===== src/hdl/tfn_pkg.sv =====
package tfn_pkg;

  localparam int unsigned CoordBitsDef = 32;
  localparam int unsigned FracBitsDef  = 14;

  // Internal widths follow the widest coordinate; narrower coordinates are sign-extended.
  localparam int unsigned CoordW  = 32;
  localparam int unsigned DiffW   = CoordW + 1;
  localparam int unsigned ProdW   = 2 * DiffW;
  localparam int unsigned CrossW  = 66;
  localparam int unsigned MagW    = 65;
  localparam int unsigned LenW    = 7;
  localparam int unsigned MW      = 31;
  localparam int unsigned SqW     = 2 * MW;
  localparam int unsigned SumW    = 64;
  localparam int unsigned RootW   = 32;
  localparam int unsigned SqrtSteps = 32;

  localparam logic [LenW-1:0] TargetLen = LenW'(MW);
  localparam logic [8:0]      DegenMag  = 9'd429;
  localparam logic [19:0]     DegenSqLimit = 20'd184467;
  localparam logic [14:0]     NormSatMax = 15'h7fff;

  typedef struct packed {
    logic [2:0] neg;
    logic       degen;
  } tfn_flags_t;

  typedef struct packed {
    logic [2:0][MW-1:0] m;
    tfn_flags_t         flags;
  } tfn_vec_t;

  // Bit length of a magnitude: index of the highest set bit plus one, zero for zero.
  function automatic logic [LenW-1:0] bit_len(input logic [MagW-1:0] v);
    logic [LenW-1:0] n;
    n = '0;
    for (int i = 0; i < MagW; i++) begin
      if (v[i]) n = LenW'(i + 1);
    end
    return n;
  endfunction

endpackage


===== src/hdl/tfn_sqrt_cell.sv =====
module tfn_sqrt_cell #(
  parameter int unsigned Idx = 0
) (
  input  logic                     clk_i,
  input  logic                     rst_ni,
  input  logic                     en_i,
  input  logic                     valid_i,
  input  logic [tfn_pkg::SumW-1:0] rem_i,
  input  logic [tfn_pkg::SumW-1:0] res_i,
  input  tfn_pkg::tfn_vec_t        vec_i,
  output logic                     valid_o,
  output logic [tfn_pkg::SumW-1:0] rem_o,
  output logic [tfn_pkg::SumW-1:0] res_o,
  output tfn_pkg::tfn_vec_t        vec_o
);
  import tfn_pkg::*;

  localparam logic [SumW-1:0] StepBit = SumW'(1) << (SumW - 2 - 2 * Idx);

  logic            valid_q;
  logic [SumW-1:0] rem_q, res_q, trial;
  tfn_vec_t        vec_q;
  logic            take;

  assign trial = res_i + StepBit;
  assign take  = rem_i >= trial;

  always_ff @(posedge clk_i or negedge rst_ni) begin
    if (!rst_ni) begin
      valid_q <= 1'b0;
    end else if (en_i) begin
      valid_q <= valid_i;
    end
  end

  always_ff @(posedge clk_i) begin
    if (en_i) begin
      rem_q <= take ? rem_i - trial : rem_i;
      res_q <= take ? (res_i >> 1) + StepBit : res_i >> 1;
      vec_q <= vec_i;
    end
  end

  assign valid_o = valid_q;
  assign rem_o   = rem_q;
  assign res_o   = res_q;
  assign vec_o   = vec_q;

endmodule


===== config.mk =====
export PLATFORM = sky130hd
export DESIGN_NAME = tfn_sqrt_cell
export DESIGN_NICKNAME = d
export VERILOG_FILES = /design/src/hdl/tfn_pkg.sv /design/src/hdl/tfn_sqrt_cell.sv
export SDC_FILE = /design/constraint.sdc
export NUM_CORES = 1
export LEC_CHECK = 0
export BUFFER_PORTS_ARGS = -buffer_cell sky130_fd_sc_hd__buf_2
export CORE_AREA = 2 2 178 180
export DETAILED_ROUTE_END_ITERATION = 10
export DIE_AREA = 0 0 180 182
export HOLD_SLACK_MARGIN = 0.02
export PLACE_DENSITY = 0.66
export RECOVER_POWER = 100
export SLEW_MARGIN = 5
export SYNTH_ARGS = -nofsm -noshare
export SYNTH_HDL_FRONTEND = slang
export SYNTH_SLANG_ARGS = --single-unit

===== constraint.sdc =====
create_clock -name clk_i -period 2 [get_ports clk_i]
set_clock_uncertainty 0.2 [all_clocks]
set_input_delay 0.2 -clock clk_i [delete_from_list [all_inputs] [get_ports clk_i]]
set_output_delay 0.2 -clock clk_i [all_outputs]
set_load 0.03 [all_outputs]

==> summary.md <==
| Metric | Value |
|---|---|
| Warning count from the yosys run | 0 |
| Synthesized Nets | 1312 |
| Starting density of the core | roughly two fifths |
| Post-Route Hold Slack | 0.05656 ns |
| Number of buffers on the longest clock path | 3 |
| Sequential-to-total area share from yosys stat | 56.39% |
| Max-slew violation count | 0 |
| Boundary Pins | around 460 |
| DR vias | 12360 |
| First-pass GRT wire length | about 72000 um |
| Average wire per cell in the routed design | 19.83 um |
| Standard cell core area | 30990 um^2 |
| Cell count after synthesis | 1018 |
| VDD IR max | between 0.0006 and 0.0007 V |
| Leak | 9.149 nW |
| End-of-flow core utilization | 68.75% |
| Final period utilization | 140.9% |
| Clock tree from TritonCTS | built |
| Violated checks | setup timing |
| Insertion delay of the later-clocked pin in the worst-skew pair | ~0.54 ns |
| H-tree levels | 1 |
| Die ar. | between 30000 and 40000 um^2 |
| Data arrival time at the worst-slack endpoint | 2.91 ns |
| Floorplan die width | roughly 180 um |
| Sequential share of power | 35.8% |
| Crit path kind | input port to flip-flop |
| Total Wirelength | 48550 um |
| Number of input and output port buffers inserted | 454 |
| Share of power burned in combinational logic | 34.1% |
| Number of synthesized register bits | 226 |
| Worst slew pin tran | 1.190 ns |
| Crit-path max FO | 6 |
| Net switching component of the power | 0.005282 W |
| Remaining Overflow, GRT | 0 |
| Async set or reset register ratio after synthesis | less than 1% |
| Required time worst endpoint | between 2 and 2.5 ns |
| Clock slew seen by the registers of the worst setup and hold paths | 0.06 ns |
| Drc violations | 0 |
| Pin count of the biggest net entering global routing | 58 |
| Antenna violation net count after detailed routing | 0 |
| Final setup violation count | 112 |
| Chip height | 182 um |
| Placed wire-length estimate after detailed placement | 33530 um |
| Switching share of power | 31.72% |
| RSZ-0062 raised after global routing | true |
| Std-Cell Rows | 65 |
| Number of sinks handled by clock tree synthesis | 226 |
| Type of the most critical hold path | input port to flip-flop |
| Synthesized area divided by synthesized cell count | approximately 12 um^2 |
| Maximum capacitance violations | 0 |
| Post-route minimum period | 2.818 ns |
| Relative slew slack | 20.64% |
| Antenna violations before repair | 2 |
| Number of buffers added by the clock tree synthesis step | 26 |
| Post-synthesis cell area | 12030 um^2 |
| Run status | finished with violations |
| EDFF count, synth | 225 |
| Initial drt markers | 753 |
| Power Density | 781.5 nW/um^2 |
| Final worst setup slack | -0.8178 ns |
| Overall track demand over capacity in global routing | 28.01% |
| Via density per instance | 5.045 |
| Net count of the finished layout | ~2300 |
| Sum of negative setup slack | -50.24 ns |
| Highest achievable clock rate | between 300 and 400 MHz |
| Syn-to-layout area delta | 77.14% |
| Internal power component | 0.01137 W |
| Pre-CTS setup slack | -1.711 ns |
| Capturing element type of the critical path | flip-flop |
| Number of global-route vias before repair | 12960 |
| Startpoint class of the critical path | input port |
| Detailed-routing iteration count for the pre-antenna-repair pass | 7 |
| Clock share of power | 30.1% |
| Root Buffer Master | sky130_fd_sc_hd__clkbuf_16 |
| Main flop type after synthesis | sky130_fd_sc_hd__edfxtp_1 |
| Overall power of the completed layout | 0.01665 W |
| Synth unique cells | 68 |
| Fin. Hold Viols | 0 |
| Layout cell share with drive strength beyond 1 | 35.86% |
| Weighted congestion reported at the end of routability-driven placement | 0.8888 |
cells in the mapped netlist, types with 2 or more instances:
master	count	share of area (%)
sky130_fd_sc_hd__o21ai_0	42	1.7
sky130_fd_sc_hd__nor2b_1	7	0.36
sky130_fd_sc_hd__and3_1	4	0.21
sky130_fd_sc_hd__xor2_1	17	1.2
sky130_fd_sc_hd__a31oi_1	5	0.26
sky130_fd_sc_hd__and4_1	6	0.44
sky130_fd_sc_hd__o21bai_1	17	1.1
sky130_fd_sc_hd__o21a_1	4	0.25
sky130_fd_sc_hd__nor3_1	16	0.67
sky130_fd_sc_hd__ha_1	64	6.7
sky130_fd_sc_hd__buf_4	3	0.19
sky130_fd_sc_hd__buf_2	4	0.17
sky130_fd_sc_hd__o2111ai_1	5	0.36
sky130_fd_sc_hd__a21o_1	41	2.6
sky130_fd_sc_hd__mux2_2	19	1.8
sky130_fd_sc_hd__o41ai_1	2	0.15
sky130_fd_sc_hd__and2_1	4	0.21
sky130_fd_sc_hd__a31o_2	2	0.15
sky130_fd_sc_hd__a21boi_0	5	0.31
sky130_fd_sc_hd__or2_2	3	0.16
sky130_fd_sc_hd__nand3b_1	2	0.12
sky130_fd_sc_hd__nand4b_1	2	0.15
sky130_fd_sc_hd__xnor2_1	39	2.8
sky130_fd_sc_hd__nand3_1	10	0.42
sky130_fd_sc_hd__clkbuf_1	25	0.78
sky130_fd_sc_hd__or3_1	2	0.10
sky130_fd_sc_hd__a41o_1	2	0.17
sky130_fd_sc_hd__nor4_1	3	0.16
sky130_fd_sc_hd__nor2_1	60	1.9
sky130_fd_sc_hd__buf_6	4	0.37
sky130_fd_sc_hd__a221oi_2	3	0.37
sky130_fd_sc_hd__mux2_1	33	3.1
sky130_fd_sc_hd__inv_1	87	2.7
sky130_fd_sc_hd__nand2b_1	6	0.31
sky130_fd_sc_hd__nand2_1	69	2.2
sky130_fd_sc_hd__a31o_1	2	0.15
sky130_fd_sc_hd__a21oi_1	101	4.2
sky130_fd_sc_hd__a41oi_1	2	0.15
sky130_fd_sc_hd__edfxtp_1	225	56
sky130_fd_sc_hd__and4b_1	3	0.25
sky130_fd_sc_hd__nand4_1	21	1.1
sky130_fd_sc_hd__o21ai_1	9	0.37
sky130_fd_sc_hd__a211oi_1	6	0.37
sky130_fd_sc_hd__o211ai_1	8	0.50
worst max-delay path: stages:
cell	delay, ns
sky130_fd_sc_hd__clkbuf_1	0.10
sky130_fd_sc_hd__inv_1	0.08
sky130_fd_sc_hd__ha_1	0.22
sky130_fd_sc_hd__a21o_1	0.22
sky130_fd_sc_hd__a21o_1	0.18
sky130_fd_sc_hd__a21o_1	0.16
sky130_fd_sc_hd__a21o_1	0.19
sky130_fd_sc_hd__a21o_1	0.20
sky130_fd_sc_hd__a211oi_4	0.32
sky130_fd_sc_hd__a31oi_4	0.15
sky130_fd_sc_hd__buf_12	0.16
sky130_fd_sc_hd__buf_12	0.12
sky130_fd_sc_hd__buf_16	0.13
sky130_fd_sc_hd__nand3b_1	0.07
sky130_fd_sc_hd__a21oi_1	0.04
sky130_fd_sc_hd__or3b_1	0.36
layout by cell type, fill, tap and decap left out, types with 15 or more instances in the layout:
cell type                       netlist  routed
sky130_fd_sc_hd__o21ai_0             42      32
sky130_fd_sc_hd__mux2_4               0      43
sky130_fd_sc_hd__nor2_1              60      47
sky130_fd_sc_hd__inv_1               87      80
sky130_fd_sc_hd__a21o_1              41      41
sky130_fd_sc_hd__a21oi_2              0      25
sky130_fd_sc_hd__edfxtp_1           225     225
sky130_fd_sc_hd__clkbuf_16            0      28
sky130_fd_sc_hd__nand2_1             69      65
sky130_fd_sc_hd__a21oi_1            101      74
sky130_fd_sc_hd__o21bai_1            17      16
sky130_fd_sc_hd__xnor2_1             39      38
sky130_fd_sc_hd__ha_4                 0      15
sky130_fd_sc_hd__buf_2                4     185
sky130_fd_sc_hd__nand4_1             21      21
sky130_fd_sc_hd__buf_4                3     299
sky130_fd_sc_hd__xor2_1              17      17
sky130_fd_sc_hd__ha_1                64      47
sky130_fd_sc_hd__clkbuf_1            25     265
sky130_fd_sc_hd__dlygate4sd3_1        0     229
power by group through the flow:
stage / Sequential, W / Combinational (W) / Clock, W
finish: 0.00596 / 0.00568 / 0.00500
global route: 0.00600 / 0.00601 / 0.00525
CTS: 0.00594 / 0.00553 / 0.00504
detailed placement: 0.00603 / 0.00467 / 0
global placement: 0.00602 / 0.00462 / 0
floorplan: 0.00700 / 0.00170 / 0
metrics by stage:
step | area (um^2) | instances
after floorplan | 12310 | 1018
after global placement | 17240 | 2140
after detailed placement | 17240 | 2140
after CTS | 21190 | 2434
after global routing | 21300 | 2448
final | 21300 | 2449
state kept, by name, summed over array words and instances, names as in the netlist:
name,count
vec_o,97
rem_o,64
res_o,64
valid_o,1
cell families (layout without fill, tap and decap cells):
family	Yosys count	in the layout	share of synthesized area, %
AND/OR/NAND/NOR	223	223	9.041
flip-flops	226	226	56.39
XOR/XNOR	56	56	4.078
adder cells (fa/ha/maj)	65	65	6.825
buffers and inverters	123	1149	4.224
multiplexers	53	53	4.952
AO/OA/AOI/OAI	272	272	14.49
other	0	3	0
layout make-up:
class,count,area (um^2)
fill,2359,9682
sequential,226,6782
clock buffer,27,654.4
antenna,3,7.507
inverter,87,339.1
tap,402,503.0
clock inverter,17,216.5
multi-input combinational,669,5637
timing repair buffer,1018,7166
worst paths after layout:
path                            from   endpoint  slack, ns  cells past startpoint
max                        res_i[56]  rem_o[62]      -0.82                     16
min                        rem_i[57]  rem_o[57]       0.06                      5
max reg2reg                  valid_o    valid_o       0.49                      2
min reg2reg                  valid_o    valid_o       0.87                      2
max in group asynchronous     rst_ni    valid_o       1.21                      3
min in group asynchronous     rst_ni    valid_o       0.29                      3
layer usage:
layer	wire (um)	share of wire, %	vias to the layer above	GRT usage, %
met5	0	0	-	0
met4	1461	3.0	0	8.195
met3	3369	6.9	96	5.435
met2	24600	51	508	50.47
met1	19120	39	5933	33.98
li1	-	-	5819	-
timing repair:
item | CTS | global route
cloned | 7 | 2
setup endpoints to repair | 66 | 66
setup buffers | 19 | 10
hold endpoints to repair | 258 | 1
pin swaps | 34 | 33
hold buffers | 227 | 2
resized for setup | 96 | 84
(Power assumes the default switching activity.)
