`src/hdl/tfn_pkg.sv`:
```
package tfn_pkg;

  localparam int unsigned CoordBitsDef = 32;
  localparam int unsigned FracBitsDef  = 14;

  // Internal widths follow the widest coordinate; narrower coordinates are sign-extended.
  localparam int unsigned CoordW  = 32;
  localparam int unsigned DiffW   = CoordW + 1;
  localparam int unsigned ProdW   = 2 * DiffW;
  localparam int unsigned CrossW  = 66;
  localparam int unsigned MagW    = 65;
  localparam int unsigned LenW    = 7;
  localparam int unsigned MW      = 31;
  localparam int unsigned SqW     = 2 * MW;
  localparam int unsigned SumW    = 64;
  localparam int unsigned RootW   = 32;
  localparam int unsigned SqrtSteps = 32;

  localparam logic [LenW-1:0] TargetLen = LenW'(MW);
  localparam logic [8:0]      DegenMag  = 9'd429;
  localparam logic [19:0]     DegenSqLimit = 20'd184467;
  localparam logic [14:0]     NormSatMax = 15'h7fff;

  typedef struct packed {
    logic [2:0] neg;
    logic       degen;
  } tfn_flags_t;

  typedef struct packed {
    logic [2:0][MW-1:0] m;
    tfn_flags_t         flags;
  } tfn_vec_t;

  // Bit length of a magnitude: index of the highest set bit plus one, zero for zero.
  function automatic logic [LenW-1:0] bit_len(input logic [MagW-1:0] v);
    logic [LenW-1:0] n;
    n = '0;
    for (int i = 0; i < MagW; i++) begin
      if (v[i]) n = LenW'(i + 1);
    end
    return n;
  endfunction

endpackage

```
`src/hdl/tfn_div_cell.sv`:
```
module tfn_div_cell #(
  parameter int unsigned QBits = tfn_pkg::FracBitsDef + 2
) (
  input  logic                               clk_i,
  input  logic                               rst_ni,
  input  logic                               en_i,
  input  logic                               valid_i,
  input  logic [tfn_pkg::RootW-1:0]          root_i,
  input  logic [2:0][tfn_pkg::RootW-1:0]     rem_i,
  input  logic [2:0][QBits-1:0]              num_i,
  input  logic [2:0][QBits-1:0]              quo_i,
  input  tfn_pkg::tfn_flags_t                flags_i,
  output logic                               valid_o,
  output logic [tfn_pkg::RootW-1:0]          root_o,
  output logic [2:0][tfn_pkg::RootW-1:0]     rem_o,
  output logic [2:0][QBits-1:0]              num_o,
  output logic [2:0][QBits-1:0]              quo_o,
  output tfn_pkg::tfn_flags_t                flags_o
);
  import tfn_pkg::*;

  logic                      valid_q;
  logic [RootW-1:0]          root_q;
  logic [2:0][RootW-1:0]     rem_q;
  logic [2:0][QBits-1:0]     num_q, quo_q;
  tfn_flags_t                flags_q;
  logic [2:0][RootW:0]       trial;
  logic [2:0][RootW:0]       diff;
  logic [2:0]                take;

  // One restoring step per lane: bring down the next numerator bit and subtract if it fits.
  always_comb begin
    for (int i = 0; i < 3; i++) begin
      trial[i] = {rem_i[i], num_i[i][QBits-1]};
      take[i]  = trial[i] >= {1'b0, root_i};
      diff[i]  = trial[i] - {1'b0, root_i};
    end
  end

  always_ff @(posedge clk_i or negedge rst_ni) begin
    if (!rst_ni) begin
      valid_q <= 1'b0;
    end else if (en_i) begin
      valid_q <= valid_i;
    end
  end

  always_ff @(posedge clk_i) begin
    if (en_i) begin
      root_q  <= root_i;
      flags_q <= flags_i;
      for (int i = 0; i < 3; i++) begin
        rem_q[i] <= take[i] ? diff[i][RootW-1:0] : trial[i][RootW-1:0];
        num_q[i] <= num_i[i] << 1;
        quo_q[i] <= {quo_i[i][QBits-2:0], take[i]};
      end
    end
  end

  assign valid_o = valid_q;
  assign root_o  = root_q;
  assign rem_o   = rem_q;
  assign num_o   = num_q;
  assign quo_o   = quo_q;
  assign flags_o = flags_q;

endmodule

```
`config.mk`:
```
export PLATFORM = sky130hd
export DESIGN_NAME = tfn_div_cell
export DESIGN_NICKNAME = d
export VERILOG_FILES = /design/src/hdl/tfn_pkg.sv /design/src/hdl/tfn_div_cell.sv
export SDC_FILE = /design/constraint.sdc
export NUM_CORES = 1
export LEC_CHECK = 0
export BUFFER_PORTS_ARGS = -buffer_cell sky130_fd_sc_hd__buf_2
export CAP_MARGIN = 20
export CORE_AREA = 2 2 178 180
export CTS_CLUSTER_DIAMETER = 150
export CTS_CLUSTER_SIZE = 40
export DETAILED_ROUTE_END_ITERATION = 10
export DIE_AREA = 0 0 180 182
export HOLD_SLACK_MARGIN = 0.02
export PLACE_DENSITY = 0.7
export SYNTH_ARGS = -nofsm -noshare
export SYNTH_HDL_FRONTEND = slang
export SYNTH_SLANG_ARGS = --single-unit
```
`constraint.sdc`:
```
create_clock -name clk_i -period 0.99 [get_ports clk_i]
set_input_delay 0.099 -clock clk_i [delete_from_list [all_inputs] [get_ports clk_i]]
set_output_delay 0.099 -clock clk_i [all_outputs]
set_load 0.01 [all_outputs]
```
==> impl_metrics.xml, run 1 <==
<?xml version="1.0" encoding="UTF-8"?>
<metrics>
  <group name="setup_path">
    <metric name="crit_family" unit="">compound AO/OA/AOI/OAI gates</metric>
    <metric name="timing.setup.critical_path_class" unit="">in2reg</metric>
    <metric name="crit_path_end_kind" unit="">register</metric>
    <metric name="critical-path-slowest-cell" unit="">nor4_2</metric>
    <metric name="crit_path_start_kind" unit="">input pin</metric>
    <metric name="worst_path_largest_cell_delay" unit="ns">0.48</metric>
    <metric name="list_of_cells_traversed_by_the_critical_path" unit="">buf_4 -&gt; clkinvlp_4 -&gt; ha_4 -&gt; buf_4 -&gt; nand4_1 -&gt; nor4_2 -&gt; a311oi_2 -&gt; o31ai_1 -&gt; a2bb2oi_2 -&gt; o31ai_4 -&gt; buf_6 -&gt; buf_6 -&gt; buf_12 -&gt; o31ai_1</metric>
    <metric name="cp_data_required_time" unit="ns">1.31</metric>
    <metric name="critical_path_arrival" unit="ns">2.72</metric>
    <metric name="timing.critical_path.buf_inv" unit="">6</metric>
    <metric name="worst-path-max-fanout" unit="">6</metric>
  </group>
  <group name="grt">
    <metric name="overflow" unit="">0</metric>
    <metric name="track_usage" unit="">0.302</metric>
    <metric name="grt_max_degree" unit="">52</metric>
    <metric name="grt_antenna_before_repair" unit="">8</metric>
    <metric name="wire_length_of_the_first_global_routing_pass" unit="um">77100</metric>
    <metric name="first_global_vias" unit="">14119</metric>
  </group>
  <group name="synthesis">
    <metric name="synth_enable_flop_cells" unit="">225</metric>
    <metric name="synth-seq-area-share" unit="">0.520</metric>
    <metric name="netlist_instances" unit="">1211</metric>
    <metric name="synth_area_per_cell" unit="um^2">10.8</metric>
    <metric name="synth_simple_gate_area_frac" unit="">0.110</metric>
    <metric name="dominant_combinational_cell_family_by_area_after_synthesis" unit="">compound AO/OA/AOI/OAI gates</metric>
    <metric name="synth_ff_type" unit="">edfxtp_1</metric>
    <metric name="syn_area" unit="um^2">13000</metric>
    <metric name="synth.ff_latch_count" unit="">226</metric>
    <metric name="post_synth_fa_ha_maj_area_fraction" unit="">0.0967</metric>
    <metric name="synth.yosys.warnings" unit="">0</metric>
    <metric name="muxShareOfSynthArea" unit="">0.00930</metric>
    <metric name="post_synth_xor_area_fraction" unit="">0.0537</metric>
    <metric name="netlist-cell-type-count" unit="">63</metric>
    <metric name="synth_compound_gate_area_share" unit="">0.178</metric>
    <metric name="synth-async-reset-ratio" unit="">0.00442</metric>
  </group>
  <group name="timing">
    <metric name="report.final.slew_viol_count" unit="">0</metric>
    <metric name="setup_viol_count_final" unit="">325</metric>
    <metric name="layout_setup_ws" unit="ns">-1.42</metric>
    <metric name="min_period" unit="ns">2.41</metric>
    <metric name="fin_skew" unit="ns">0</metric>
    <metric name="max_freq" unit="MHz">416</metric>
    <metric name="final.period_utilization" unit="">2.43</metric>
    <metric name="rsz_0062_raised_after_global_routing" unit="">yes</metric>
    <metric name="hold_viol" unit="">0</metric>
  </group>
  <group name="routing">
    <metric name="first_pass_iters" unit="">5</metric>
    <metric name="initialDrtViolationCount" unit="">788</metric>
    <metric name="drc" unit="">0</metric>
    <metric name="antenna_left" unit="">0</metric>
    <metric name="detailroute.via_count" unit="">14239</metric>
    <metric name="routedWlPerCell" unit="um">20.2</metric>
    <metric name="avgViaCountPerCell" unit="">5.33</metric>
    <metric name="detailed_route_wl" unit="um">54000</metric>
  </group>
  <group name="outcome">
    <metric name="violated_checks" unit="">setup timing</metric>
    <metric name="run_status" unit="">complete, but fails checks</metric>
  </group>
  <group name="finish">
    <metric name="num-nets-final" unit="">2595</metric>
    <metric name="fin_util" unit="">0.728</metric>
    <metric name="drive_above_1_share" unit="">0.453</metric>
    <metric name="layout.cells.most_common" unit="">buf_2</metric>
    <metric name="post_layout_nonfiller_instances" unit="">2670</metric>
    <metric name="area_growth_syn_to_fin" unit="%">72.8</metric>
    <metric name="layout.cells.most_common_list" unit="">buf_2, buf_4, edfxtp_1, dlygate4sd3_1, nand2_1</metric>
    <metric name="finalInstanceArea" unit="um^2">22500</metric>
  </group>
  <group name="clock_network">
    <metric name="cts_tree" unit="">done</metric>
    <metric name="h-tree-depth" unit="">1</metric>
    <metric name="clk-insertion-delay-late" unit="ns">0.49</metric>
    <metric name="cts-root-to-sink-buffers" unit="">3</metric>
    <metric name="clock_sink_count" unit="">226</metric>
    <metric name="path_clk_slew" unit="ns">0.16</metric>
    <metric name="number_of_buffers_created_by_cts" unit="">9</metric>
    <metric name="clk_root_buf" unit="">clkbuf_16</metric>
  </group>
  <group name="power_and_ir_drop">
    <metric name="vdd.ir_drop.worst" unit="mV">1.23</metric>
    <metric name="power_density" unit="nW/um^2">1270</metric>
    <metric name="standby_leakage_power" unit="nW">10.2</metric>
  </group>
  <group name="die">
    <metric name="die-area" unit="um^2">32800</metric>
    <metric name="boundaryPins" unit="">461</metric>
    <metric name="vert_die_dim" unit="um">182</metric>
    <metric name="floorplan.initialDensity" unit="">0.421</metric>
    <metric name="core_area" unit="um^2">31000</metric>
    <metric name="core.rowCount" unit="">65</metric>
    <metric name="fp.dieW" unit="um">180</metric>
  </group>
  <group name="placed_design">
    <metric name="place.port_buffers" unit="">454</metric>
    <metric name="detailedPlacementHpwl" unit="um">38900</metric>
    <metric name="place.detailed.instances" unit="">2405</metric>
    <metric name="place_area" unit="um^2">18900</metric>
    <metric name="finalWeightedCongestion" unit="">0.968</metric>
  </group>
  <group name="flow_run">
    <metric name="cap_violations" unit="">0</metric>
  </group>
  <group name="min_path">
    <metric name="hold_path_class" unit="">in2reg</metric>
  </group>
</metrics>
## path summary, 6_finish.rpt
kind                                       end           startpoint  depth (start not counted)  slack, ns
max                        rem_o[44]$_DFFE_PP_            root_i[2]                         14      -1.42
min                        rem_o[33]$_DFFE_PP_            rem_i[32]                          3       0.04
max reg2reg                valid_o$_DFFE_PN0P_  valid_o$_DFFE_PN0P_                          1       0.21
min reg2reg                valid_o$_DFFE_PN0P_  valid_o$_DFFE_PN0P_                          1       0.56
max in group asynchronous  valid_o$_DFFE_PN0P_               rst_ni                          3       0.47
min in group asynchronous  valid_o$_DFFE_PN0P_               rst_ni                          3       0.42
## logic make-up after synthesis
kind of cell | Yosys count
buffers and inverters | 105
multiplexers | 11
AND/OR/NAND/NOR | 311
adder cells (fa/ha/maj) | 99
XOR/XNOR | 80
flip-flops | 226
other | 1
AO/OA/AOI/OAI | 378
## power breakdown
group          total [mW]  internal, mW  leakage [nW]  switching [mW]
registers            12.3          11.9          2.21           0.394
clock network        4.72          1.74         0.121            2.99
logic                11.5          5.74          7.89            5.74
total                28.5          19.4          10.2            9.12
## layer usage
layer | GRT usage | vias to the layer above | part of all wire
met5 | 0 | - | 0.0013
met4 | 0.128 | 10 | 0.055
met3 | 0.0477 | 173 | 0.064
met2 | 0.575 | 628 | 0.52
met1 | 0.332 | 6802 | 0.36
li1 | - | 6626 | -
## registers in the layout (all words and copies together), names as in the netlist
| signal | flops |
|---|---|
| flags_o | 4 |
| num_o | 45 |
| quo_o | 48 |
| rem_o | 96 |
| root_o | 32 |
| valid_o | 1 |
## synth_stat cells, drive strengths merged (6+ instances only)
cell type,count,share of area
nand2,154,0.044
o2111ai,6,0.0040
o31ai,10,0.0068
ha,96,0.092
inv,69,0.020
buf,12,0.0052
a31oi,18,0.0086
xor2,33,0.022
a211oi,9,0.0056
xnor2,47,0.032
nor2,41,0.012
mux2,9,0.0078
edfxtp,225,0.52
a21boi,9,0.0052
nand4,15,0.0072
o21ai,148,0.057
nor2b,8,0.0038
o21a,8,0.0046
nand2b,19,0.0091
a21oi,79,0.031
a21o,42,0.024
and3,13,0.0062
nand3,17,0.0065
clkbuf,24,0.0069
nor3,18,0.0069
o21bai,13,0.0075
and2,7,0.0034
## through the flow
stage	setup TNS, ns	setup slack (ns)	power (mW)	hold WS, ns
after CTS	-163.45	-1.39	27.5	0.0258
final	-164.46	-1.42	28.5	0.0424
after global placement	-186.04	-2.01	21.6	-0.125
after global routing	-180.67	-1.53	29.8	0.0259
after floorplan	-138.92	-1.56	16.9	-0.197
after detailed placement	-190.74	-2.07	21.8	-0.123
## final cells by class
cell class              count  area, um^2
clock inverters             1        16.3
flip-flops and latches    226        6780
well taps                 402         503
inverters                  69         298
clock buffers              11         233
diodes                      3        7.51
multi-input cells         883        6780
fillers                  2169        8440
repair buffers           1075        7930
## repair_timing
action,CTS,global route
gates cloned,3,6
endpoints found under the setup margin,325,325
buffers inserted,6,17
hold buffers,219,2
endpoints found under the hold margin,218,2
pin swaps,16,50
gates resized for setup,62,181
Note: power is estimated with default switching activity, not from simulation.
==> inputs of run 2 (changes only) <==
Settings changed: CAP_MARGIN 20 to 10.
Clock period 0.99 ns to 2.23 ns, I/O delays scaled along.
==> run 2 against run 1 <==
The flow still finishes with violations (setup timing). Clock skew unchanged. Sequential cell count did not move. Power down 55%. Routed wire length fell by 2.9%. Sequential share of layout area grew 0.32 points. Utilization shrank 0.77 points. Cell count down 2.7%. Die area unchanged. Global-route usage up 0.081 points. Largest cell class unchanged.
==> impl_metrics.xml, run 2 (synthesized netlist as in run 1, its figures left out) <==
<?xml version="1.0" encoding="UTF-8"?>
<metrics>
  <group name="placed_design">
    <metric name="post_place_worst_slack" unit="ns">-0.959</metric>
    <metric name="finalWeightedCongestion" unit="">0.941</metric>
    <metric name="place_area" unit="um^2">18600</metric>
    <metric name="place.port_buffers" unit="">454</metric>
    <metric name="detailedPlacementHpwl" unit="um">38500</metric>
  </group>
  <group name="clock_network">
    <metric name="cts_tree" unit="">done</metric>
    <metric name="clk_root_buf" unit="">clkbuf_16</metric>
    <metric name="number_of_buffers_created_by_cts" unit="">9</metric>
    <metric name="cts-root-to-sink-buffers" unit="">3</metric>
    <metric name="clock_sink_count" unit="">226</metric>
    <metric name="clk-insertion-delay-late" unit="ns">0.47</metric>
    <metric name="h-tree-depth" unit="">1</metric>
    <metric name="path_clk_slew" unit="ns">0.16</metric>
  </group>
  <group name="power_and_ir_drop">
    <metric name="power_density" unit="nW/um^2">574</metric>
    <metric name="vdd.ir_drop.worst" unit="mV">0.753</metric>
    <metric name="standby_leakage_power" unit="nW">10.1</metric>
  </group>
  <group name="routing">
    <metric name="drc" unit="">0</metric>
    <metric name="detailroute.via_count" unit="">13765</metric>
    <metric name="antenna_left" unit="">0</metric>
    <metric name="routedWlPerCell" unit="um">20.2</metric>
    <metric name="wl_met3" unit="um">3060</metric>
    <metric name="initialDrtViolationCount" unit="">756</metric>
    <metric name="route.top_layer_used" unit="">met5</metric>
    <metric name="met1Wirelength" unit="um">19200</metric>
    <metric name="met2_wire_length" unit="um">27400</metric>
    <metric name="avgViaCountPerCell" unit="">5.30</metric>
    <metric name="first_pass_iters" unit="">5</metric>
    <metric name="detailed_route_wl" unit="um">52500</metric>
  </group>
  <group name="setup_path">
    <metric name="crit_path_start_kind" unit="">input pin</metric>
    <metric name="critical_path_arrival" unit="ns">2.83</metric>
    <metric name="cp_data_required_time" unit="ns">2.52</metric>
    <metric name="timing.setup.critical_path_class" unit="">in2reg</metric>
    <metric name="rrSetupSlack" unit="ns">1.47</metric>
    <metric name="critical-path-slowest-cell" unit="">a311oi_2</metric>
    <metric name="rr_startpoint" unit="">valid_o$_DFFE_PN0P_</metric>
    <metric name="crit_path_end_kind" unit="">register</metric>
    <metric name="list_of_cells_traversed_by_the_critical_path" unit="">buf_2 -&gt; clkinvlp_4 -&gt; buf_4 -&gt; ha_1 -&gt; and3_1 -&gt; and3_1 -&gt; a311oi_2 -&gt; buf_4 -&gt; nand2_1 -&gt; o31ai_4 -&gt; buf_6 -&gt; buf_12 -&gt; clkbuf_16 -&gt; o31ai_2</metric>
    <metric name="worst-r2r-cell-count" unit="">1</metric>
    <metric name="crit-reg2reg-capture" unit="">valid_o$_DFFE_PN0P_</metric>
    <metric name="worst-path-max-fanout" unit="">6</metric>
    <metric name="worst_path_largest_cell_delay" unit="ns">0.34</metric>
  </group>
  <group name="finish">
    <metric name="drive_above_1_share" unit="">0.496</metric>
    <metric name="layout.cells.most_common" unit="">buf_2</metric>
    <metric name="area_growth_syn_to_fin" unit="%">70.9</metric>
    <metric name="finalInstanceArea" unit="um^2">22300</metric>
    <metric name="sequential_cell_area" unit="um^2">6780</metric>
    <metric name="num-nets-final" unit="">2524</metric>
    <metric name="fill_cells" unit="">2189</metric>
    <metric name="largest_register_ff_count" unit="">96</metric>
    <metric name="multi_input_area" unit="um^2">7150</metric>
    <metric name="layout.cells.most_common_list" unit="">buf_2, buf_4, edfxtp_1, dlygate4sd3_1, nand2_1</metric>
  </group>
  <group name="timing">
    <metric name="min_period" unit="ns">2.54</metric>
    <metric name="fin_skew" unit="ns">0</metric>
    <metric name="layout_setup_ws" unit="ns">-0.311</metric>
    <metric name="setup_viol_count_final" unit="">98</metric>
    <metric name="report.final.slew_viol_count" unit="">0</metric>
    <metric name="hold_viol" unit="">0</metric>
    <metric name="rsz_0062_raised_after_global_routing" unit="">yes</metric>
    <metric name="max_freq" unit="MHz">394</metric>
    <metric name="totalNegativeSetupSlack" unit="ns">-18.91</metric>
    <metric name="final.period_utilization" unit="">1.14</metric>
  </group>
  <group name="grt">
    <metric name="first_global_vias" unit="">14150</metric>
    <metric name="overflow" unit="">0</metric>
    <metric name="grt_antenna_before_repair" unit="">6</metric>
    <metric name="track_usage" unit="">0.303</metric>
    <metric name="grt_max_degree" unit="">56</metric>
    <metric name="wire_length_of_the_first_global_routing_pass" unit="um">77300</metric>
  </group>
  <group name="min_path">
    <metric name="whs_endpoint" unit="">rem_o[12]$_DFFE_PP_</metric>
    <metric name="hold_path_startpoint" unit="">rem_i[11]</metric>
    <metric name="hold_path_class" unit="">in2reg</metric>
    <metric name="min_delay_path_depth" unit="">3</metric>
  </group>
  <group name="die">
    <metric name="core_area" unit="um^2">31000</metric>
    <metric name="fp.dieW" unit="um">180</metric>
    <metric name="die-area" unit="um^2">32800</metric>
    <metric name="core.rowCount" unit="">65</metric>
    <metric name="vert_die_dim" unit="um">182</metric>
    <metric name="boundaryPins" unit="">461</metric>
    <metric name="floorplan.initialDensity" unit="">0.421</metric>
  </group>
  <group name="outcome">
    <metric name="run_status" unit="">complete, but fails checks</metric>
    <metric name="violated_checks" unit="">setup timing</metric>
  </group>
  <group name="flow_run">
    <metric name="cap_violations" unit="">0</metric>
  </group>
</metrics>
## run 2: routing by layer
| metal | vias to the layer above | track usage |
|---|---|---|
| met3 | 131 | 0.0447 |
| li1 | 6476 | - |
| met5 | - | 0 |
| met2 | 540 | 0.578 |
| met1 | 6612 | 0.337 |
| met4 | 6 | 0.122 |
## run 2: worst max-delay path by stage
stage | start | to | slack (ns) | cells past startpoint
detailed placement | root_i[9] | rem_o[58]$_DFFE_PP_ | -0.96 | 14
CTS | root_i[10] | rem_o[54]$_DFFE_PP_ | -0.24 | 13
floorplan | rem_i[32] | rem_o[35]$_DFFE_PP_ | -0.44 | 10
finish | root_i[22] | rem_o[42]$_DFFE_PP_ | -0.31 | 14
global placement | root_i[9] | rem_o[58]$_DFFE_PP_ | -0.88 | 14
global route | root_i[10] | rem_o[58]$_DFFE_PP_ | -0.39 | 14
## run 2: worst max-delay path, delay by kind of cell
kind	cells	cell delay, ns
AO/OA/AOI/OAI	3	0.64
buffers and inverters	7	1.18
AND/OR/NAND/NOR	3	0.46
adder cells (fa/ha/maj)	1	0.31
## run 2: layout make-up
| class | count | area share |
|---|---|---|
| Clock buffer | 11 | 0.0104 |
| Multi-Input combinational cell | 883 | 0.320 |
| Sequential cell | 226 | 0.304 |
| Tap cell | 402 | 0.0226 |
| Clock inverter | 1 | 0.000729 |
| Inverter | 69 | 0.0137 |
| Timing Repair Buffer | 1004 | 0.328 |
| Antenna cell | 3 | 0.000337 |
## run 2: stage by stage
stage / std cells / total power [mW] / util / hold slack, ns
CTS: 2581 / 12.5 / 0.696 / 0.0239
detailed placement: 2379 / 9.60 / 0.600 / 0.000469
global placement: 2379 / 9.53 / 0.600 / -0.00201
finish: 2599 / 12.8 / 0.720 / 0.0173
floorplan: 1213 / 7.49 / - / -0.0726
global route: 2597 / 13.3 / 0.720 / 0.0262
## run 2: repair_timing
| item | 4_1_cts | 5_1_grt |
|---|---|---|
| hold endpoints to repair | 140 | 0 |
| resized for setup | 198 | 142 |
| hold buffers | 141 | 0 |
| pin swaps | 38 | 43 |
| cloned | 13 | 3 |
| setup endpoints to repair | 98 | 99 |
| setup buffers | 39 | 13 |
## run 2: report_power, final
| part | total (mW) | switching (mW) | internal, mW |
|---|---|---|---|
| Combinational | 5.26 | 2.64 | 2.63 |
| Sequential | 5.47 | 0.173 | 5.29 |
| Clock | 2.07 | 1.30 | 0.772 |
==> inputs of run 3 (changes only) <==
Settings changed: ABC_AREA set to 1, CORE_AREA 2 2 178 180 to not set, CORE_ASPECT_RATIO set to 0.8, CORE_UTILIZATION set to 40, DIE_AREA 0 0 180 182 to not set, PLACE_DENSITY 0.7 to 0.63.
==> run 3 against run 2 <==
The run now ends clean. Clock power about the same. Worst hold slack gained 0.023 ns. Sequential share of layout area decreased by 1.3 points. Global-route usage down 1.9 points. Critical path type unchanged. Largest power group unchanged.
==> impl_metrics.xml, run 3 <==
<?xml version="1.0" encoding="UTF-8"?>
<metrics>
  <group name="outcome">
    <metric name="run_status" unit="">finished, final reports clean</metric>
  </group>
  <group name="placed_design">
    <metric name="finalWeightedCongestion" unit="">0.953</metric>
    <metric name="detailedPlacementHpwl" unit="um">47500</metric>
    <metric name="place_area" unit="um^2">21300</metric>
    <metric name="place.port_buffers" unit="">454</metric>
    <metric name="place.detailed.instances" unit="">3417</metric>
  </group>
  <group name="synthesis">
    <metric name="muxShareOfSynthArea" unit="">0.000700</metric>
    <metric name="synth_largest_area_cell" unit="">edfxtp_1</metric>
    <metric name="post_synth_fa_ha_maj_area_fraction" unit="">0.0784</metric>
    <metric name="post_synth_xor_area_fraction" unit="">0.0229</metric>
    <metric name="synth_top_area_share" unit="">0.420</metric>
    <metric name="synth_compound_gate_area_share" unit="">0.0223</metric>
    <metric name="netlist-cell-type-count" unit="">34</metric>
    <metric name="dominant_combinational_cell_family_by_area_after_synthesis" unit="">simple AND/OR/NAND/NOR gates</metric>
    <metric name="synth_enable_flop_cells" unit="">225</metric>
    <metric name="synth-seq-area-share" unit="">0.422</metric>
    <metric name="synth_area_per_cell" unit="um^2">7.40</metric>
    <metric name="synth_top_cells_by_count" unit="">nand2_1, inv_1, edfxtp_1, nand3_1, nor2_1</metric>
    <metric name="synth_simple_gate_area_frac" unit="">0.343</metric>
    <metric name="synth.ff_latch_count" unit="">226</metric>
    <metric name="netlist_top_cells_area" unit="">edfxtp_1, nand2_1, inv_1</metric>
    <metric name="netlist_instances" unit="">2172</metric>
    <metric name="synth.yosys.warnings" unit="">0</metric>
    <metric name="synth-async-reset-ratio" unit="">0.00442</metric>
    <metric name="yosys.cell_count.top_type" unit="">nand2_1</metric>
    <metric name="synth_ff_type" unit="">edfxtp_1</metric>
    <metric name="syn_area" unit="um^2">16100</metric>
  </group>
  <group name="power_and_ir_drop">
    <metric name="p_int" unit="mW">8.08</metric>
    <metric name="pwr-share-clk" unit="">0.171</metric>
    <metric name="report.power.total" unit="mW">12.2</metric>
    <metric name="p_seq_frac" unit="">0.440</metric>
    <metric name="power_density" unit="nW/um^2">526</metric>
    <metric name="switching_share" unit="">0.340</metric>
    <metric name="standby_leakage_power" unit="nW">12.7</metric>
    <metric name="net-switching-power" unit="mW">4.16</metric>
    <metric name="pwr-share-comb" unit="">0.389</metric>
    <metric name="vdd.ir_drop.worst" unit="mV">0.491</metric>
  </group>
  <group name="routing">
    <metric name="detailroute.via_count" unit="">17057</metric>
    <metric name="detailed_route_wl" unit="um">59800</metric>
    <metric name="initialDrtViolationCount" unit="">1187</metric>
    <metric name="routedWlPerCell" unit="um">16.7</metric>
    <metric name="drc" unit="">0</metric>
    <metric name="antenna_left" unit="">0</metric>
    <metric name="first_pass_iters" unit="">6</metric>
    <metric name="avgViaCountPerCell" unit="">4.75</metric>
  </group>
  <group name="grt">
    <metric name="overflow" unit="">0</metric>
    <metric name="gr-usage-met2" unit="">0.460</metric>
    <metric name="wire_length_of_the_first_global_routing_pass" unit="um">89300</metric>
    <metric name="gr-usage-met1" unit="">0.402</metric>
    <metric name="first_global_vias" unit="">16255</metric>
    <metric name="track_usage" unit="">0.284</metric>
    <metric name="grt_max_degree" unit="">55</metric>
    <metric name="grt_antenna_before_repair" unit="">3</metric>
    <metric name="grt_most_used_layer" unit="">met2</metric>
    <metric name="grtUsageMet3" unit="">0.0278</metric>
  </group>
  <group name="finish">
    <metric name="fin_util" unit="">0.589</metric>
    <metric name="drive_above_1_share" unit="">0.279</metric>
    <metric name="largest_register_ff_count" unit="">96</metric>
    <metric name="layout.cells.most_common" unit="">nand2_1</metric>
    <metric name="layout.cells.most_common_list" unit="">nand2_1, buf_2, inv_1, buf_4, edfxtp_1</metric>
    <metric name="fill_cells" unit="">3707</metric>
    <metric name="finalInstanceArea" unit="um^2">23300</metric>
    <metric name="area_growth_syn_to_fin" unit="%">44.7</metric>
    <metric name="post_layout_nonfiller_instances" unit="">3589</metric>
    <metric name="num-nets-final" unit="">3381</metric>
  </group>
  <group name="die">
    <metric name="fp.dieW" unit="um">226</metric>
    <metric name="die-area" unit="um^2">41000</metric>
    <metric name="floorplan.initialDensity" unit="">0.407</metric>
    <metric name="boundaryPins" unit="">461</metric>
    <metric name="core.rowCount" unit="">65</metric>
    <metric name="core_area" unit="um^2">39500</metric>
    <metric name="vert_die_dim" unit="um">181</metric>
  </group>
  <group name="timing">
    <metric name="min_period" unit="ns">2.16</metric>
    <metric name="setup_viol_count_final" unit="">0</metric>
    <metric name="rsz_0062_raised_after_global_routing" unit="">no</metric>
    <metric name="report.final.slew_viol_count" unit="">0</metric>
    <metric name="max_freq" unit="MHz">462</metric>
    <metric name="final.period_utilization" unit="">0.970</metric>
    <metric name="fin_skew" unit="ns">0</metric>
    <metric name="hold_viol" unit="">0</metric>
  </group>
  <group name="setup_path">
    <metric name="list_of_cells_traversed_by_the_critical_path" unit="">dlygate4sd3_1 -&gt; buf_2 -&gt; ha_1 -&gt; nand2_2 -&gt; o21ai_0 -&gt; a21oi_1 -&gt; nand2_1 -&gt; nor2_4 -&gt; nand2_8 -&gt; buf_12 -&gt; nand2_1 -&gt; o21ai_0</metric>
    <metric name="worst-r2r-cell-count" unit="">1</metric>
    <metric name="timing.setup.critical_path_class" unit="">in2reg</metric>
    <metric name="crit_path_end_kind" unit="">register</metric>
    <metric name="timing.critical_path.buf_inv" unit="">3</metric>
    <metric name="critical-path-slowest-cell" unit="">dlygate4sd3_1</metric>
    <metric name="worst-path-max-fanout" unit="">20</metric>
    <metric name="cp_data_required_time" unit="ns">2.53</metric>
    <metric name="cp_num_cells" unit="">12</metric>
    <metric name="crit_family" unit="">buffers and inverters</metric>
    <metric name="crit_path_start_kind" unit="">input pin</metric>
    <metric name="critical_path_arrival" unit="ns">2.46</metric>
    <metric name="worst_path_largest_cell_delay" unit="ns">0.58</metric>
  </group>
  <group name="min_path">
    <metric name="hold_path_class" unit="">in2reg</metric>
    <metric name="min_delay_path_depth" unit="">3</metric>
  </group>
  <group name="clock_network">
    <metric name="clk_root_buf" unit="">clkbuf_16</metric>
    <metric name="number_of_buffers_created_by_cts" unit="">9</metric>
    <metric name="clk-insertion-delay-late" unit="ns">0.49</metric>
    <metric name="cts_tree" unit="">done</metric>
    <metric name="path_clk_slew" unit="ns">0.16</metric>
    <metric name="cts-root-to-sink-buffers" unit="">3</metric>
    <metric name="h-tree-depth" unit="">1</metric>
    <metric name="clock_sink_count" unit="">226</metric>
  </group>
  <group name="flow_run">
    <metric name="cap_violations" unit="">0</metric>
  </group>
</metrics>
-- run 3: cell count changes after synthesis, moves of 18 or more --
cell	previous run	this run
clkbuf_1	24	0
nand2_1	154	890
xnor2_1	47	3
a31oi_1	18	0
a21o_1	42	0
o21ai_0	142	3
nand3_2	0	18
nand3_1	17	170
nand2b_1	19	0
inv_1	67	410
nor2_1	41	113
-- run 3: kinds of logic (layout without fill, tap and decap cells) --
family | count (synthesis) | after routing
fa+ha+maj | 99 | 99
mux | 1 | 1
xor+xnor | 42 | 42
simple gates | 1290 | 1291
other cells | 1 | 6
compound gates | 69 | 69
buf+inv | 444 | 1319
flops | 226 | 226
-- run 3: timing repair --
item                                    CTS  global route
hold buffers                            153             0
resized for setup                         0            42
endpoints found under the setup margin    0            87
hold endpoints to repair                152             0
setup buffers                             0             4
-- run 3: stage by stage --
step	worst slack, ns	setup TNS (ns)	hold WS, ns
4_1_cts	0.0194	0	0.0201
3_5_place_dp	-0.245	-18.93	-0.00115
2_1_floorplan	0.360	0	-0.0726
6_report	0.0661	0	0.0402
5_1_grt	0.00344	0	0.0249
3_3_place_gp	-0.195	-15.67	-0.00220
-- run 3: layout make-up --
class | instances | area (um^2) | share of cell area
Tap cell | 536 | 671 | 0.0288
Clock inverter | 1 | 16.3 | 0.000699
Inverter | 412 | 1550 | 0.0665
Antenna cell | 3 | 7.51 | 0.000323
Timing Repair Buffer | 896 | 6320 | 0.272
Sequential cell | 226 | 6780 | 0.291
Multi-Input combinational cell | 1505 | 7700 | 0.331
Clock buffer | 10 | 229 | 0.00984
-- run 3: path summary, 6_finish.rpt --
path                                      from                  end  slack (ns)
setup reg to reg           valid_o$_DFFE_PN0P_  valid_o$_DFFE_PN0P_        1.45
hold / removal                        rem_i[6]   rem_o[7]$_DFFE_PP_        0.04
setup / recovery                     rem_i[58]  rem_o[33]$_DFFE_PP_        0.07
hold reg to reg            valid_o$_DFFE_PN0P_  valid_o$_DFFE_PN0P_        0.56
max in group asynchronous               rst_ni  valid_o$_DFFE_PN0P_        1.60
min in group asynchronous               rst_ni  valid_o$_DFFE_PN0P_        0.53
-- run 3: power by group through the flow --
stage          Clock (mW)  Combinational [mW]  Sequential, mW
2_1_floorplan           0                1.98            5.73
3_3_place_gp            0                4.36            5.48
3_5_place_dp            0                4.42            5.48
4_1_cts              2.19                4.64            5.39
5_1_grt              2.26                5.21            5.43
6_report             2.09                4.76            5.39
-- run 3: layer usage --
metal	part of all wire	wire [um]
met4	0.026	1540
met5	0	0
met2	0.45	27200
met1	0.46	27300
met3	0.062	3740
-- run 3: worst min-delay path, cell delays in order --
cell and delay (ns):
buf_2 0.10, nand3_1 0.07, nand2_1 0.06
